**config.mk**
```make
export PLATFORM = sky130hd
export DESIGN_NAME = utf8_to_fixed_ascii_field
export DESIGN_NICKNAME = d
export VERILOG_FILES = /design/src/hw/rtl/utf8f_pkg.sv /design/src/hw/rtl/utf8f_front.sv /design/src/hw/rtl/utf8f_queue.sv /design/src/hw/rtl/utf8f_back.sv /design/src/hw/rtl/utf8_to_fixed_ascii_field.sv
export SDC_FILE = /design/constraint.sdc
export NUM_CORES = 1
export LEC_CHECK = 0
export BUFFER_PORTS_ARGS = -buffer_cell sky130_fd_sc_hd__buf_4
export CORE_MARGIN = 8
export CORE_UTILIZATION = 46
export DETAILED_ROUTE_END_ITERATION = 16
export SYNTH_ARGS = -nofsm -noshare
export SYNTH_HDL_FRONTEND = slang
export SYNTH_SLANG_ARGS = --single-unit
```
**constraint.sdc**
```tcl
create_clock -name clock -period 9.5 [get_ports clock]
set_input_delay 1.9 -clock clock [delete_from_list [all_inputs] [get_ports clock]]
set_output_delay 1.9 -clock clock [all_outputs]
set_load 0.02 [all_outputs]
```
**src/hw/rtl/utf8f_pkg.sv**
```systemverilog
// Shared types and constants for the UTF-8 to fixed ASCII field converter.
`timescale 1ns / 1ps

package utf8f_pkg;

   localparam int CNT_W  = 7;
   localparam int ACC_W  = 21;
   localparam int QDEPTH = 4;
   localparam int QPTR_W = $clog2(QDEPTH);
   localparam int QCNT_W = $clog2(QDEPTH + 1);

   localparam logic [7:0]       CHAR_REPLACE = 8'h3F;
   localparam logic [7:0]       CHAR_SPACE   = 8'h20;
   localparam logic [CNT_W-1:0] WIDTH_RESET  = 7'd64;

   // One queued command: an optional decoded byte, then an optional run of padding.
   typedef struct packed {
      logic             has_char;
      logic [7:0]       char_byte;
      logic             char_last;
      logic             has_pad;
      logic [CNT_W-1:0] pad_start;
      logic [CNT_W-1:0] width;
   } cmd_type;

endpackage

```
**src/hw/rtl/utf8f_front.sv**
```systemverilog
// Front end: accepts bytes, tracks UTF-8 windows and field position, issues commands.
`timescale 1ns / 1ps

module utf8f_front
   import utf8f_pkg::*;
(
   input  logic             clock,
   input  logic             reset,
   input  logic [CNT_W-1:0] eff_width,
   input  logic             req_valid,
   output logic             req_stall,
   input  logic [7:0]       req_in_byte,
   input  logic             req_has_byte,
   input  logic             req_end_of_field,
   input  logic             q_full,
   output logic             q_push,
   output cmd_type          q_data
);

   logic [1:0]       pending_ff, pending_in;
   logic [ACC_W-1:0] acc_ff, acc_in;
   logic             bad_ff, bad_in;
   logic [CNT_W-1:0] written_ff, written_in;

   logic             accept;
   logic             take;
   logic             emit;
   logic [7:0]       emit_byte;
   logic [CNT_W-1:0] written_after;
   logic [ACC_W-1:0] acc_shift;
   logic             bad_next;
   logic [1:0]       pending_dec;

   assign req_stall = q_full;
   assign accept    = req_valid && !q_full;
   assign take      = req_has_byte && (written_ff < eff_width);
   assign acc_shift = {acc_ff[ACC_W-7:0], req_in_byte[5:0]};
   assign bad_next  = bad_ff || (req_in_byte[7:6] != 2'b10);
   assign pending_dec = pending_ff - 2'd1;

   always_comb begin
      pending_in = pending_ff;
      acc_in     = acc_ff;
      bad_in     = bad_ff;
      emit       = 1'b0;
      emit_byte  = CHAR_REPLACE;
      if (take) begin
         if (pending_ff == 2'd0) begin
            if (!req_in_byte[7]) begin
               emit      = 1'b1;
               emit_byte = req_in_byte;
            end else if (req_in_byte[7:5] == 3'b110) begin
               acc_in     = ACC_W'(req_in_byte[4:0]);
               pending_in = 2'd1;
               bad_in     = 1'b0;
            end else if (req_in_byte[7:4] == 4'b1110) begin
               acc_in     = ACC_W'(req_in_byte[3:0]);
               pending_in = 2'd2;
               bad_in     = 1'b0;
            end else if (req_in_byte[7:3] == 5'b11110) begin
               acc_in     = ACC_W'(req_in_byte[2:0]);
               pending_in = 2'd3;
               bad_in     = 1'b0;
            end else begin
               emit = 1'b1;
            end
         end else begin
            acc_in     = acc_shift;
            bad_in     = bad_next;
            pending_in = pending_dec;
            if (pending_dec == 2'd0) begin
               emit = 1'b1;
               if (!bad_next && (acc_shift <= ACC_W'(8'h7F))) begin
                  emit_byte = acc_shift[7:0];
               end
            end
         end
      end
      written_after = written_ff + CNT_W'(emit);
      written_in    = written_after;
      if (req_end_of_field) begin
         pending_in = 2'd0;
         acc_in     = '0;
         bad_in     = 1'b0;
         written_in = '0;
      end
   end

   always_comb begin
      q_data.has_char  = emit;
      q_data.char_byte = emit_byte;
      q_data.char_last = (written_after == eff_width);
      q_data.has_pad   = req_end_of_field && (written_after < eff_width);
      q_data.pad_start = written_after;
      q_data.width     = eff_width;
   end

   assign q_push = accept && (q_data.has_char || q_data.has_pad);

   always_ff @(posedge clock) begin
      if (reset) begin
         pending_ff <= '0;
         acc_ff     <= '0;
         bad_ff     <= 1'b0;
         written_ff <= '0;
      end else if (accept) begin
         pending_ff <= pending_in;
         acc_ff     <= acc_in;
         bad_ff     <= bad_in;
         written_ff <= written_in;
      end
   end

   a_push_not_full: assert property (@(posedge clock) disable iff (reset)
      q_push |-> !q_full)
      else $error("command pushed into full queue");

endmodule

```
**src/hw/rtl/utf8f_queue.sv**
```systemverilog
// Small command queue between the front end and the output sequencer.
`timescale 1ns / 1ps

module utf8f_queue
   import utf8f_pkg::*;
(
   input  logic    clock,
   input  logic    reset,
   input  logic    push,
   input  cmd_type push_data,
   input  logic    pop,
   output cmd_type head,
   output logic    full,
   output logic    empty
);

   cmd_type             entry_ff [QDEPTH];
   logic [QPTR_W-1:0]   wr_ptr_ff, rd_ptr_ff;
   logic [QCNT_W-1:0]   count_ff, count_in;

   assign full  = (count_ff == QCNT_W'(QDEPTH));
   assign empty = (count_ff == '0);
   assign head  = entry_ff[rd_ptr_ff];

   always_comb begin
      count_in = count_ff;
      if (push && !pop) begin
         count_in = count_ff + QCNT_W'(1);
      end else if (pop && !push) begin
         count_in = count_ff - QCNT_W'(1);
      end
   end

   always_ff @(posedge clock) begin
      if (push) begin
         entry_ff[wr_ptr_ff] <= push_data;
      end
   end

   always_ff @(posedge clock) begin
      if (reset) begin
         wr_ptr_ff <= '0;
         rd_ptr_ff <= '0;
         count_ff  <= '0;
      end else begin
         if (push) begin
            wr_ptr_ff <= wr_ptr_ff + QPTR_W'(1);
         end
         if (pop) begin
            rd_ptr_ff <= rd_ptr_ff + QPTR_W'(1);
         end
         count_ff <= count_in;
      end
   end

   a_count_bound: assert property (@(posedge clock) disable iff (reset)
      count_ff <= QCNT_W'(QDEPTH))
      else $error("queue count above depth");

   a_pop_not_empty: assert property (@(posedge clock) disable iff (reset)
      pop |-> !empty)
      else $error("pop from empty queue");

endmodule

```
**src/hw/rtl/utf8f_back.sv**
```systemverilog
// Back end: plays out queued commands as field bytes into the output register.
`timescale 1ns / 1ps

module utf8f_back
   import utf8f_pkg::*;
(
   input  logic       clock,
   input  logic       reset,
   input  cmd_type    head,
   input  logic       empty,
   output logic       pop,
   output logic       rsp_valid,
   input  logic       rsp_stall,
   output logic [7:0] rsp_out_byte,
   output logic       rsp_out_last
);

   logic             rsp_valid_ff;
   logic [7:0]       byte_ff, byte_in;
   logic             last_ff, last_in;
   logic             char_done_ff, char_done_in;
   logic             pad_busy_ff, pad_busy_in;
   logic [CNT_W-1:0] pad_pos_ff, pad_pos_in;

   logic             load;
   logic [CNT_W-1:0] pos;
   logic [CNT_W-1:0] pos_next;

   assign load     = !rsp_valid_ff || !rsp_stall;
   assign pos      = pad_busy_ff ? pad_pos_ff : head.pad_start;
   assign pos_next = pos + CNT_W'(1);

   always_comb begin
      pop          = 1'b0;
      byte_in      = CHAR_SPACE;
      last_in      = 1'b0;
      char_done_in = char_done_ff;
      pad_busy_in  = pad_busy_ff;
      pad_pos_in   = pad_pos_ff;
      if (load && !empty) begin
         if (head.has_char && !char_done_ff) begin
            byte_in = head.char_byte;
            last_in = head.char_last;
            if (head.has_pad) begin
               char_done_in = 1'b1;
            end else begin
               pop = 1'b1;
            end
         end else begin
            last_in = (pos_next == head.width);
            if (last_in) begin
               pop          = 1'b1;
               char_done_in = 1'b0;
               pad_busy_in  = 1'b0;
            end else begin
               pad_busy_in = 1'b1;
               pad_pos_in  = pos_next;
            end
         end
      end
   end

   always_ff @(posedge clock) begin
      if (load) begin
         byte_ff <= byte_in;
         last_ff <= last_in;
      end
   end

   always_ff @(posedge clock) begin
      if (reset) begin
         rsp_valid_ff <= 1'b0;
         char_done_ff <= 1'b0;
         pad_busy_ff  <= 1'b0;
         pad_pos_ff   <= '0;
      end else begin
         if (load) begin
            rsp_valid_ff <= !empty;
         end
         char_done_ff <= char_done_in;
         pad_busy_ff  <= pad_busy_in;
         pad_pos_ff   <= pad_pos_in;
      end
   end

   assign rsp_valid    = rsp_valid_ff;
   assign rsp_out_byte = byte_ff;
   assign rsp_out_last = last_ff;

   a_pad_in_field: assert property (@(posedge clock) disable iff (reset)
      (pad_busy_ff && !empty) |-> (pad_pos_ff < head.width))
      else $error("padding position past field width");

endmodule

```
**src/hw/rtl/utf8_to_fixed_ascii_field.sv**
```systemverilog
// Top level of the UTF-8 to fixed-width ASCII field converter.
`timescale 1ns / 1ps

// Takes one UTF-8 byte per cycle with no bubbles, while the output side keeps up. Every
// source byte becomes at most one field byte: ASCII passes, multibyte windows decoding
// to 0x7F or below give that value, anything else gives '?'. An end-of-field transfer
// is followed by space padding up to field_width, one output byte per cycle while
// rsp_stall is low. A four-entry command queue lets the input run ahead during padding.
// field_width 0 acts as 1 and values above MAX_WIDTH act as MAX_WIDTH; write it only
// while the block is idle.

module utf8_to_fixed_ascii_field
   import utf8f_pkg::*;
#(
   parameter int MAX_WIDTH = 64
) (
   input  logic             clock,
   input  logic             reset,
   input  logic             csr_write_enable,
   input  logic [CNT_W-1:0] csr_field_width,
   input  logic             req_valid,
   output logic             req_stall,
   input  logic [7:0]       req_in_byte,
   input  logic             req_has_byte,
   input  logic             req_end_of_field,
   output logic             rsp_valid,
   input  logic             rsp_stall,
   output logic [7:0]       rsp_out_byte,
   output logic             rsp_out_last
);

   logic [CNT_W-1:0] width_ff;
   logic [CNT_W-1:0] eff_width;
   logic             q_push;
   logic             q_pop;
   logic             q_full;
   logic             q_empty;
   cmd_type          q_in;
   cmd_type          q_head;

   always_ff @(posedge clock) begin
      if (reset) begin
         width_ff <= WIDTH_RESET;
      end else if (csr_write_enable) begin
         width_ff <= csr_field_width;
      end
   end

   always_comb begin
      if (width_ff == '0) begin
         eff_width = CNT_W'(1);
      end else if ({1'b0, width_ff} > 8'(MAX_WIDTH)) begin
         eff_width = CNT_W'(MAX_WIDTH);
      end else begin
         eff_width = width_ff;
      end
   end

   utf8f_front u_front (
      .clock            (clock),
      .reset            (reset),
      .eff_width        (eff_width),
      .req_valid        (req_valid),
      .req_stall        (req_stall),
      .req_in_byte      (req_in_byte),
      .req_has_byte     (req_has_byte),
      .req_end_of_field (req_end_of_field),
      .q_full           (q_full),
      .q_push           (q_push),
      .q_data           (q_in)
   );

   utf8f_queue u_queue (
      .clock     (clock),
      .reset     (reset),
      .push      (q_push),
      .push_data (q_in),
      .pop       (q_pop),
      .head      (q_head),
      .full      (q_full),
      .empty     (q_empty)
   );

   utf8f_back u_back (
      .clock        (clock),
      .reset        (reset),
      .head         (q_head),
      .empty        (q_empty),
      .pop          (q_pop),
      .rsp_valid    (rsp_valid),
      .rsp_stall    (rsp_stall),
      .rsp_out_byte (rsp_out_byte),
      .rsp_out_last (rsp_out_last)
   );

endmodule

```
=== After elaboration in Yosys (flattened, before gate mapping) ===
Memories as Yosys holds them, arrays and structs flattened. A register that Yosys moved wholly into a read port is not among the register bits.
Cells that the tools add are included.

* Memories: 1
* Register bits: 58
* Output and inout port bits: 11
* Input port bits: 22
* Logic and storage cells: 122
* RAM bits: 100

* $lt $le $gt $ge: 4
* Bitwise logic cells: 2
* Multiplexer cells: 52
* Add/subtract/negate cells: 7
* Equality and inequality tests: 10
* Reduce and logical (&&, ||, !) cells: 32

{| class="wikitable"
|+ Memory list
! name !! words !! width !! rd ports !! clocked after memory_dff !! wr ports !! RTL line !! source
|-
| u_queue.entry_ff || 4 || 25 || 1 || 1 || 1 || utf8f_queue.sv:17 || <nowiki>cmd_type entry_ff [QDEPTH];</nowiki>
|}

{| class="wikitable"
|+ Operators by type and width
! cell !! count
|-
| 15-bit 2-to-1 mux || 7
|-
| 7-bit 2-to-1 mux || 5
|-
| 8-bit 2-to-1 mux || 4
|-
| 1-bit 2-to-1 mux || 25
|-
| 21-bit by 7-bit less-or-equal comparator with 1-bit output (second input constant) || 1
|-
| 2-bit 2-to-1 mux || 9
|-
| 7-bit equality test || 2
|-
| 7-bit < comparator || 2
|-
| 1-bit logical AND || 9
|-
| 1-bit logical NOT || 8
|-
| 7-bit by 1-bit adder with 7-bit output || 1
|-
| 7-bit by 1-bit adder with 7-bit output (second input constant) || 1
|-
| 7-bit > comparator (second input constant) || 1
|-
| 7-bit logical NOT || 1
|-
| 3-bit equality test (second input constant) || 2
|-
| 3-bit 2-to-1 mux || 2
|-
| 3-bit AND reduction || 2
|-
| 2-bit nonzero test || 3
|-
| 5-bit equality test (second input constant) || 1
|-
| 5-bit inequality test (second input constant) || 1
|-
| 2-bit by 1-bit adder with 2-bit output (second input constant) || 2
|-
| 4-bit equality test (second input constant) || 1
|-
| 2-bit logical NOT || 2
|-
| 2-bit inequality test (second input constant) || 2
|-
| other kinds (9) || 13
|}

=== Longest topological paths before layout ===
Gate-level depths: netlist of run 1.

* Depth in word-level cells: 16
* Mapped depth: 27
* Gate-level depth less buffers: 27

=== By module ===
A second synthesis of run 1 with hierarchy kept.

* Cell total of the unflattened synthesis: 506
* Area, all modules: 7160.6 um^2

{| class="wikitable"
|+ Modules (own cells, without submodules)
! module !! cells each !! times used !! sequential area each (um^2) !! area an instance (um^2)
|-
| utf8f_queue || 175 || 1 || 3183.1 || 4080.2
|-
| utf8f_front || 179 || 1 || 500.5 || 1575.3
|-
| utf8f_back || 121 || 1 || 470.5 || 1198.6
|-
| utf8_to_fixed_ascii_field || 31 || 1 || 140.1 || 306.5
|}

=== Least setup slack after synthesis of run 1 ===
Ideal clock, no wire load.

* Path type: in2reg
* Start: input port req_has_byte
* End: register u_queue.count_ff[2]
* Arrival time: 6.134 ns
* Data required time: 9.429 ns
* Library setup time: 0.071 ns
* Cell stages on the path: 22
* Path slack: 3.296 ns
* Path buffers: 0
* Cell sequence: nand2b_1 > a21oi_1 > nand2_1 > nor3_1 > ha_1 > ha_1 > and3_1 > xor2_1 > ha_1 > a21oi_1 > nor2b_1 > o21ai_0 > o21ai_0 > nor3b_1 > a31oi_1 > a21oi_1 > ha_1 > inv_1 > fa_1 > xor2_1 > or3_1 > a21oi_1

{| class="wikitable"
|+ RTL lines
! item !! RTL line !! source
|-
| start: declaration || utf8_to_fixed_ascii_field.sv:24 || <nowiki>input logic req_has_byte,</nowiki>
|-
| end signal: assignment || utf8f_queue.sv:52 || <nowiki>count_ff <= count_in;</nowiki>
|-
| end: declaration || utf8f_queue.sv:19 || <nowiki>logic [QCNT_W-1:0] count_ff, count_in;</nowiki>
|}

==> results of run 1 <==
[routing by layer]
layer	vias up	GRT usage	share of wire	wire, µm
li1	2095	-	-	-
met1	2144	0.201	0.46	6660
met2	129	0.247	0.47	6820
met3	16	0.0476	0.053	763
met4	0	0.0549	0.015	212
met5	-	0	0	0
[layout by cell type (no fill, tap or decap), types with 4 or more instances in the layout]
master | synthesis | layout
clkbuf_16 | 0 | 17
or2_2 | 8 | 8
a22oi_1 | 5 | 5
nand3_1 | 13 | 13
edfxtp_1 | 109 | 109
and2_1 | 4 | 4
a21oi_1 | 29 | 29
mux4_2 | 24 | 24
xnor2_1 | 8 | 8
nand2_1 | 30 | 30
mux2i_1 | 15 | 15
nor3_1 | 9 | 9
conb_1 | 1 | 4
nand4_1 | 14 | 14
bufinv_16 | 0 | 4
a21o_1 | 4 | 4
or3_1 | 4 | 4
a31oi_1 | 4 | 4
inv_1 | 19 | 19
ha_1 | 22 | 22
nor2_1 | 37 | 37
nand2b_1 | 4 | 4
buf_4 | 1 | 40
nor2b_1 | 4 | 4
xor2_1 | 9 | 9
dfxtp_1 | 51 | 51
o21ai_0 | 23 | 23
and3_1 | 13 | 13
[cells in the mapped netlist, drive strengths merged, types with 2 or more instances]
master | instances | area share
edfxtp | 109 | 0.46
dfxtp | 51 | 0.14
nor2 | 37 | 0.020
a21oi | 30 | 0.022
nand2 | 30 | 0.016
mux4 | 25 | 0.080
o21ai | 23 | 0.016
ha | 22 | 0.039
clkbuf | 20 | 0.011
inv | 19 | 0.010
mux2i | 16 | 0.024
nand4 | 15 | 0.014
and3 | 13 | 0.011
nand3 | 13 | 0.0092
xor2 | 10 | 0.013
nor3 | 9 | 0.0064
or2 | 8 | 0.0071
xnor2 | 8 | 0.0099
a22oi | 5 | 0.0053
a31oi | 5 | 0.0053
and2 | 5 | 0.0044
a21o | 4 | 0.0042
buf | 4 | 0.0041
nand2b | 4 | 0.0035
nor2b | 4 | 0.0035
nor4 | 4 | 0.0057
or3 | 4 | 0.0035
a211oi | 3 | 0.0032
a22o | 3 | 0.0037
mux2 | 3 | 0.0048
nor3b | 3 | 0.0032
o31ai | 3 | 0.0032
a31o | 2 | 0.0025
a32o | 2 | 0.0028
nand3b | 2 | 0.0021
o211ai | 2 | 0.0021
o21a | 2 | 0.0021
o31a | 2 | 0.0025
[state kept, by name (all words and copies together), names as in the netlist, named ones only]
name,flops
u_queue.wr_ptr_ff,2
u_back.pad_pos_ff,7
u_back.pad_busy_ff,1
u_queue.rd_ptr_ff,2
u_back.char_done_ff,1
u_queue.count_ff,3
u_front.acc_ff,15
u_queue.entry_ff,100
u_front.pending_ff,2
u_back.rsp_valid,1
u_back.rsp_out_byte,8
u_front.written_ff,7
width_ff,7
u_back.rsp_out_last,1
u_front.bad_ff,1
[power breakdown]
group | internal (µW) | switching, µW | total, µW
clock network | 440 | 272 | 712
registers | 830 | 45.8 | 875
logic | 218 | 307 | 525
[worst max-delay path by stage]
| stage | startpoint | end | cells after the start |
|---|---|---|---|
| 5_1_grt | req_has_byte | u_queue.count_ff[2] | 23 |
| 3_3_place_gp | req_has_byte | u_queue.count_ff[2] | 23 |
| 4_1_cts | req_has_byte | u_queue.count_ff[2] | 23 |
| 3_5_place_dp | req_has_byte | u_queue.count_ff[2] | 23 |
| 6_report | req_has_byte | u_queue.count_ff[2] | 23 |
| 2_1_floorplan | req_has_byte | u_queue.count_ff[2] | 22 |
[tightest hold or removal path: stages (launching register included)]
cell     delay, ns
dfxtp_1       0.30
o21ai_0       0.06
a21oi_1       0.06
[kinds of logic (layout without fill, tap and decap cells)]
logic type                 Yosys count  in the layout  share of synthesized area
xor gates and xnor gates            18             18                     0.0233
and+or+nand+nor                    153            153                      0.113
buffers and inverters               43             91                     0.0248
adders and majority gates           23             23                     0.0417
muxes                               44             44                      0.109
AOI/OAI and AO/OA                   91             91                     0.0808
DFF                                160            160                      0.607
other                                1              4                   0.000530
[through the flow]
stage	instances	power (µW)	cell area [µm²]	setup slack, ns	hold slack [ns]
after detailed placement	740	1420	7520	2.17	0.471
after global placement	740	1410	7520	2.47	0.459
after CTS	772	2130	8140	2.59	0.480
final	772	2110	8140	2.57	0.476
after global routing	772	2220	8140	1.83	0.497
after floorplan	536	1280	7090	3.30	0.449
[final cells by class]
cell class / count / area [µm²]
clock buffers: 18 / 429
multi-input cells: 333 / 2620
repair buffers: 40 / 300
flip-flops and latches: 160 / 4290
well taps: 188 / 235
inverters: 19 / 71.3
fillers: 1264 / 7010
clock inverters: 14 / 188
==> impl_metrics.toml, run 1 <==
[status]
status = "complete, no violations"

[floorplan]
coreArea_mm2 = 0.0151
ios = 33
die_h_um = 140
die_width_um = 140
dieArea_mm2 = 0.0196
core.rowCount = 45
start_util = 0.467

[sta]
relSlewSlack = 0.420
fmax_mhz = 144
slew_viol_final = 0
finalSetupViolCount = 0
min_period_over_period = 0.729
setup-tns-final_ns = 0
hold_viol_final = 0
tightest_slew_ns = 0.870
rsz0062_at_grt = "false"
clock_skew_ns = 0.00882
period_needed_ns = 6.93

[grt]
overflow = 0
grt_pass1_vias = 4573
antenna_found_initial = 0
grt_max_degree = 48
track_usage = 0.157
grt_pass1_wl_um = 23900

[min_path]
worstHoldStart = "u_front.acc_ff[12]"
hold_depth = 2
holdCritPathClass = "register to register"
min_to = "u_front.acc_ff[12]"

[cts]
cts_sinks = 160
clkTransAtPathRegs_ns = 0.06
clock-root-buffer = "clkbuf_16"
cts_buffers = 17
clkLatencyLatePin_ns = 0.42
hold_buffers = 0
post_cts_buffers = 0
cts_tree = "built"
post_cts_resized = 0
cts_buffer_depth = 2
ctsHtreeMaxLevel = 4

[worst_setup_path]
worst-path-buf-inv = 2
crit_required_ns = 9.85
rrSetupSlack_ns = 2.74
r2r_cells = 27
critPathMaxStageDelay_ns = 0.55
crit_chain = "buf_4 -> nand2b_1 -> a21oi_1 -> nand2_1 -> nor3_1 -> ha_1 -> ha_1 -> and3_1 -> xor2_1 -> ha_1 -> a21oi_1 -> nor2b_1 -> o21ai_0 -> o21ai_0 -> nor3b_1 -> a31oi_1 -> a21oi_1 -> ha_1 -> inv_1 -> fa_1 -> xor2_1 -> or3_1 -> a21oi_1"
slowest_stage = "nor3_1"
start_kind = "input pin"
reg2reg_from = "width_ff[6]"
r2r_end = "u_queue.count_ff[2]"
worstPathArrival_ns = 7.28
critPathMaxFanout = 7
critPathKind = "input pin to register"
cp-end-kind = "register"
path_delay_family = "simple AND/OR/NAND/NOR gates"

[logic_synthesis]
avgSynthCellArea_um2 = 13.3
synth_edf_count = 109
yosys_warnings = 0
async_flop_share = 0
syn-cell-area_mm2 = 0.00708
ys_seq_area_frac = 0.607
synthCells = 533
yosys_register_bits = 160
synth_ff_type = "edfxtp_1"
yosysUniqueCellTypes = 58

[place]
globalplace.congestion = 0.871
dp_hpwl_um = 10000
port_buffers = 32

[drt]
wl_per_cell_um = 18.7
ant_nets = 0
post-route-drc-count = 0
vias = 4384
vias_per_cell = 5.68
drtIter0Drc = 335
wirelength_um = 14500
drtPass1Iterations = 5

[power_and_ir_drop]
powerDensity_mw_per_mm2 = 260
peakVddDrop_uv = 143
p_leak_uw = 0.00297

[layout]
area_growth_pct = 15.0
post-route-util = 0.537
num_antenna_cells = 0
final_net_count = 616
layout-drive-gt1-share = 0.190

[flow_run]
maxCapViolCount = 0
Note: power is estimated with default switching activity, not from simulation.
==> inputs of run 2 (changes only) <==
==> constraint.sdc (replaced) <==
create_clock -name clock -period 7 [get_ports clock]
set_input_delay 1.4 -clock clock [delete_from_list [all_inputs] [get_ports clock]]
set_output_delay 1.4 -clock clock [all_outputs]
set_load 0.02 [all_outputs]
==> run 2 against run 1 <==
  * Setup slack lost 2.0 ns
  * Clock skew shrank 0.00091 ns
  * Via count grew 0.43%
  * Final cell count grew 0.26%
  * Critical path type is now register to register
  * Sequential cell count is the same
  * Clock-buffer cell count shrank 1
  * Largest power group unchanged
  * Largest cell class unchanged
  * Global-route usage shrank 0.81 points
==> impl_metrics.toml, run 2 (synthesis results as in run 1) <==
[status]
status = "complete, no violations"

[power_and_ir_drop]
powerDensity_mw_per_mm2 = 341
switchingPower_uw = 853
power.total_uw = 2770
comb_power_share = 0.258
peakVddDrop_uv = 185
p_leak_uw = 0.00296
p_int_uw = 1920
switching_share = 0.308
p_seq_frac = 0.429
clockPowerShare = 0.314

[cts]
cts_tree = "built"
clkTransAtPathRegs_ns = 0.06
cts_buffers = 17
clkLatencyLatePin_ns = 0.42
clock-root-buffer = "clkbuf_16"
ctsHtreeMaxLevel = 4
post_cts_buffers = 0
cts_sinks = 160
cts_buffer_depth = 2

[layout]
area_growth_pct = 14.9
seq_area_mm2 = 0.00429
fillCellCount = 1264
post-route-util = 0.537
layout-drive-gt1-share = 0.200
top_register = "u_queue.entry_ff"
largest_reg_flops = 100
final_net_count = 618
num_antenna_cells = 0
final_common_cell = "edfxtp_1"
final_cell_mix = "109 x edfxtp_1, 51 x dfxtp_1, 40 x buf_4"
multi_input_area_mm2 = 0.00263

[place]
dp_hpwl_um = 9760
pre_cts_ws_ns = 0.191
port_buffers = 32
globalplace.congestion = 0.869

[min_path]
holdCritPathClass = "register to register"
hold_depth = 2
min_to = "u_front.acc_ff[12]"
worstHoldStart = "u_front.acc_ff[12]"

[drt]
vias = 4403
wl_per_cell_um = 18.2
drtPass1Iterations = 5
ant_nets = 0
wirelength_um = 14100
vias_per_cell = 5.69
post-route-drc-count = 0
drtIter0Drc = 284

[worst_setup_path]
worstPathArrival_ns = 6.73
r2r_end = "u_queue.count_ff[2]"
critPathKind = "register to register"
start_kind = "register"
critPathMaxStageDelay_ns = 0.50
slowest_stage = "a21oi_1"
cp-end-kind = "register"
critPathMaxFanout = 8
cpMostUsedCell = "ha_1"
reg2reg_from = "width_ff[6]"
r2r_cells = 27
rrSetupSlack_ns = 0.62
crit_required_ns = 7.35

[flow_run]
maxCapViolCount = 0

[grt]
antenna_found_initial = 0
grt_max_degree = 48
track_usage = 0.148
grt_pass1_wl_um = 22700
grt_pass1_vias = 4409
overflow = 0

[floorplan]
coreArea_mm2 = 0.0151
core.rowCount = 45
start_util = 0.467
ios = 33
die_h_um = 140
die_width_um = 140
dieArea_mm2 = 0.0196

[sta]
fmax_mhz = 157
finalSetupViolCount = 0
min_period_over_period = 0.911
relSlewSlack = 0.435
tightest_slew_ns = 0.847
period_needed_ns = 6.38
slew_viol_final = 0
layout_setup_ws_ns = 0.621
rsz0062_at_grt = "false"
hold_viol_final = 0
clock_skew_ns = 0.00791
setup-tns-final_ns = 0
==> run 2: repair_timing <==
item / CTS / global route
setup endpoints to repair: 0 / 32
gates resized for setup: 0 / 2
hold buffers: 0 / 0
==> run 2: how the worst max path moves through the flow <==
stage,startpoint,endpoint,slack (ns),depth (start not counted)
after CTS,width_ff[6],u_queue.count_ff[2],0.26,27
after floorplan,req_has_byte,u_queue.count_ff[2],1.30,22
after global routing,width_ff[6],u_queue.count_ff[2],0.04,27
after global placement,req_has_byte,u_queue.count_ff[2],0.52,23
after detailed placement,req_has_byte,u_queue.count_ff[2],0.19,23
final,width_ff[6],u_queue.count_ff[2],0.62,27
==> run 2: cell type report <==
class / instances / share of cell area
Tap cell: 188 / 0.0289
Clock inverter: 15 / 0.0168
Inverter: 19 / 0.00877
Timing Repair Buffer: 42 / 0.0419
Sequential cell: 160 / 0.528
Clock buffer: 17 / 0.0523
Multi-Input combinational cell: 333 / 0.323
==> run 2: metrics by stage <==
step | hold WS (ns) | instances | area (µm²)
6_report | 0.475 | 774 | 8130
4_1_cts | 0.475 | 774 | 8120
2_1_floorplan | 0.449 | 536 | 7090
5_1_grt | 0.499 | 774 | 8130
3_5_place_dp | 0.465 | 742 | 7560
3_3_place_gp | 0.457 | 742 | 7560
==> run 2: metal layers <==
layer | up-vias | part of all wire | global-route usage
met2 | 108 | 0.47 | 0.231
met5 | - | 0 | 0
met4 | 0 | 0.014 | 0.0554
li1 | 2098 | - | -
met1 | 2181 | 0.47 | 0.194
met3 | 16 | 0.039 | 0.0415
==> run 2: power groups by stage <==
stage	combinational (µW)	sequential, µW	clock, µW
floorplan	521	1210	0
global placement	702	1200	0
detailed placement	716	1210	0
CTS	718	1190	890
global route	785	1200	923
finish	713	1190	869
==> run 2: worst max-delay path: cells and delay by family (launching register included) <==
family / cells / cell delay [ns]
buf+inv: 2 / 0.25
simple gates: 7 / 1.51
fa+ha+maj: 6 / 1.65
flops: 1 / 0.49
xor+xnor: 2 / 0.55
compound gates: 10 / 1.83
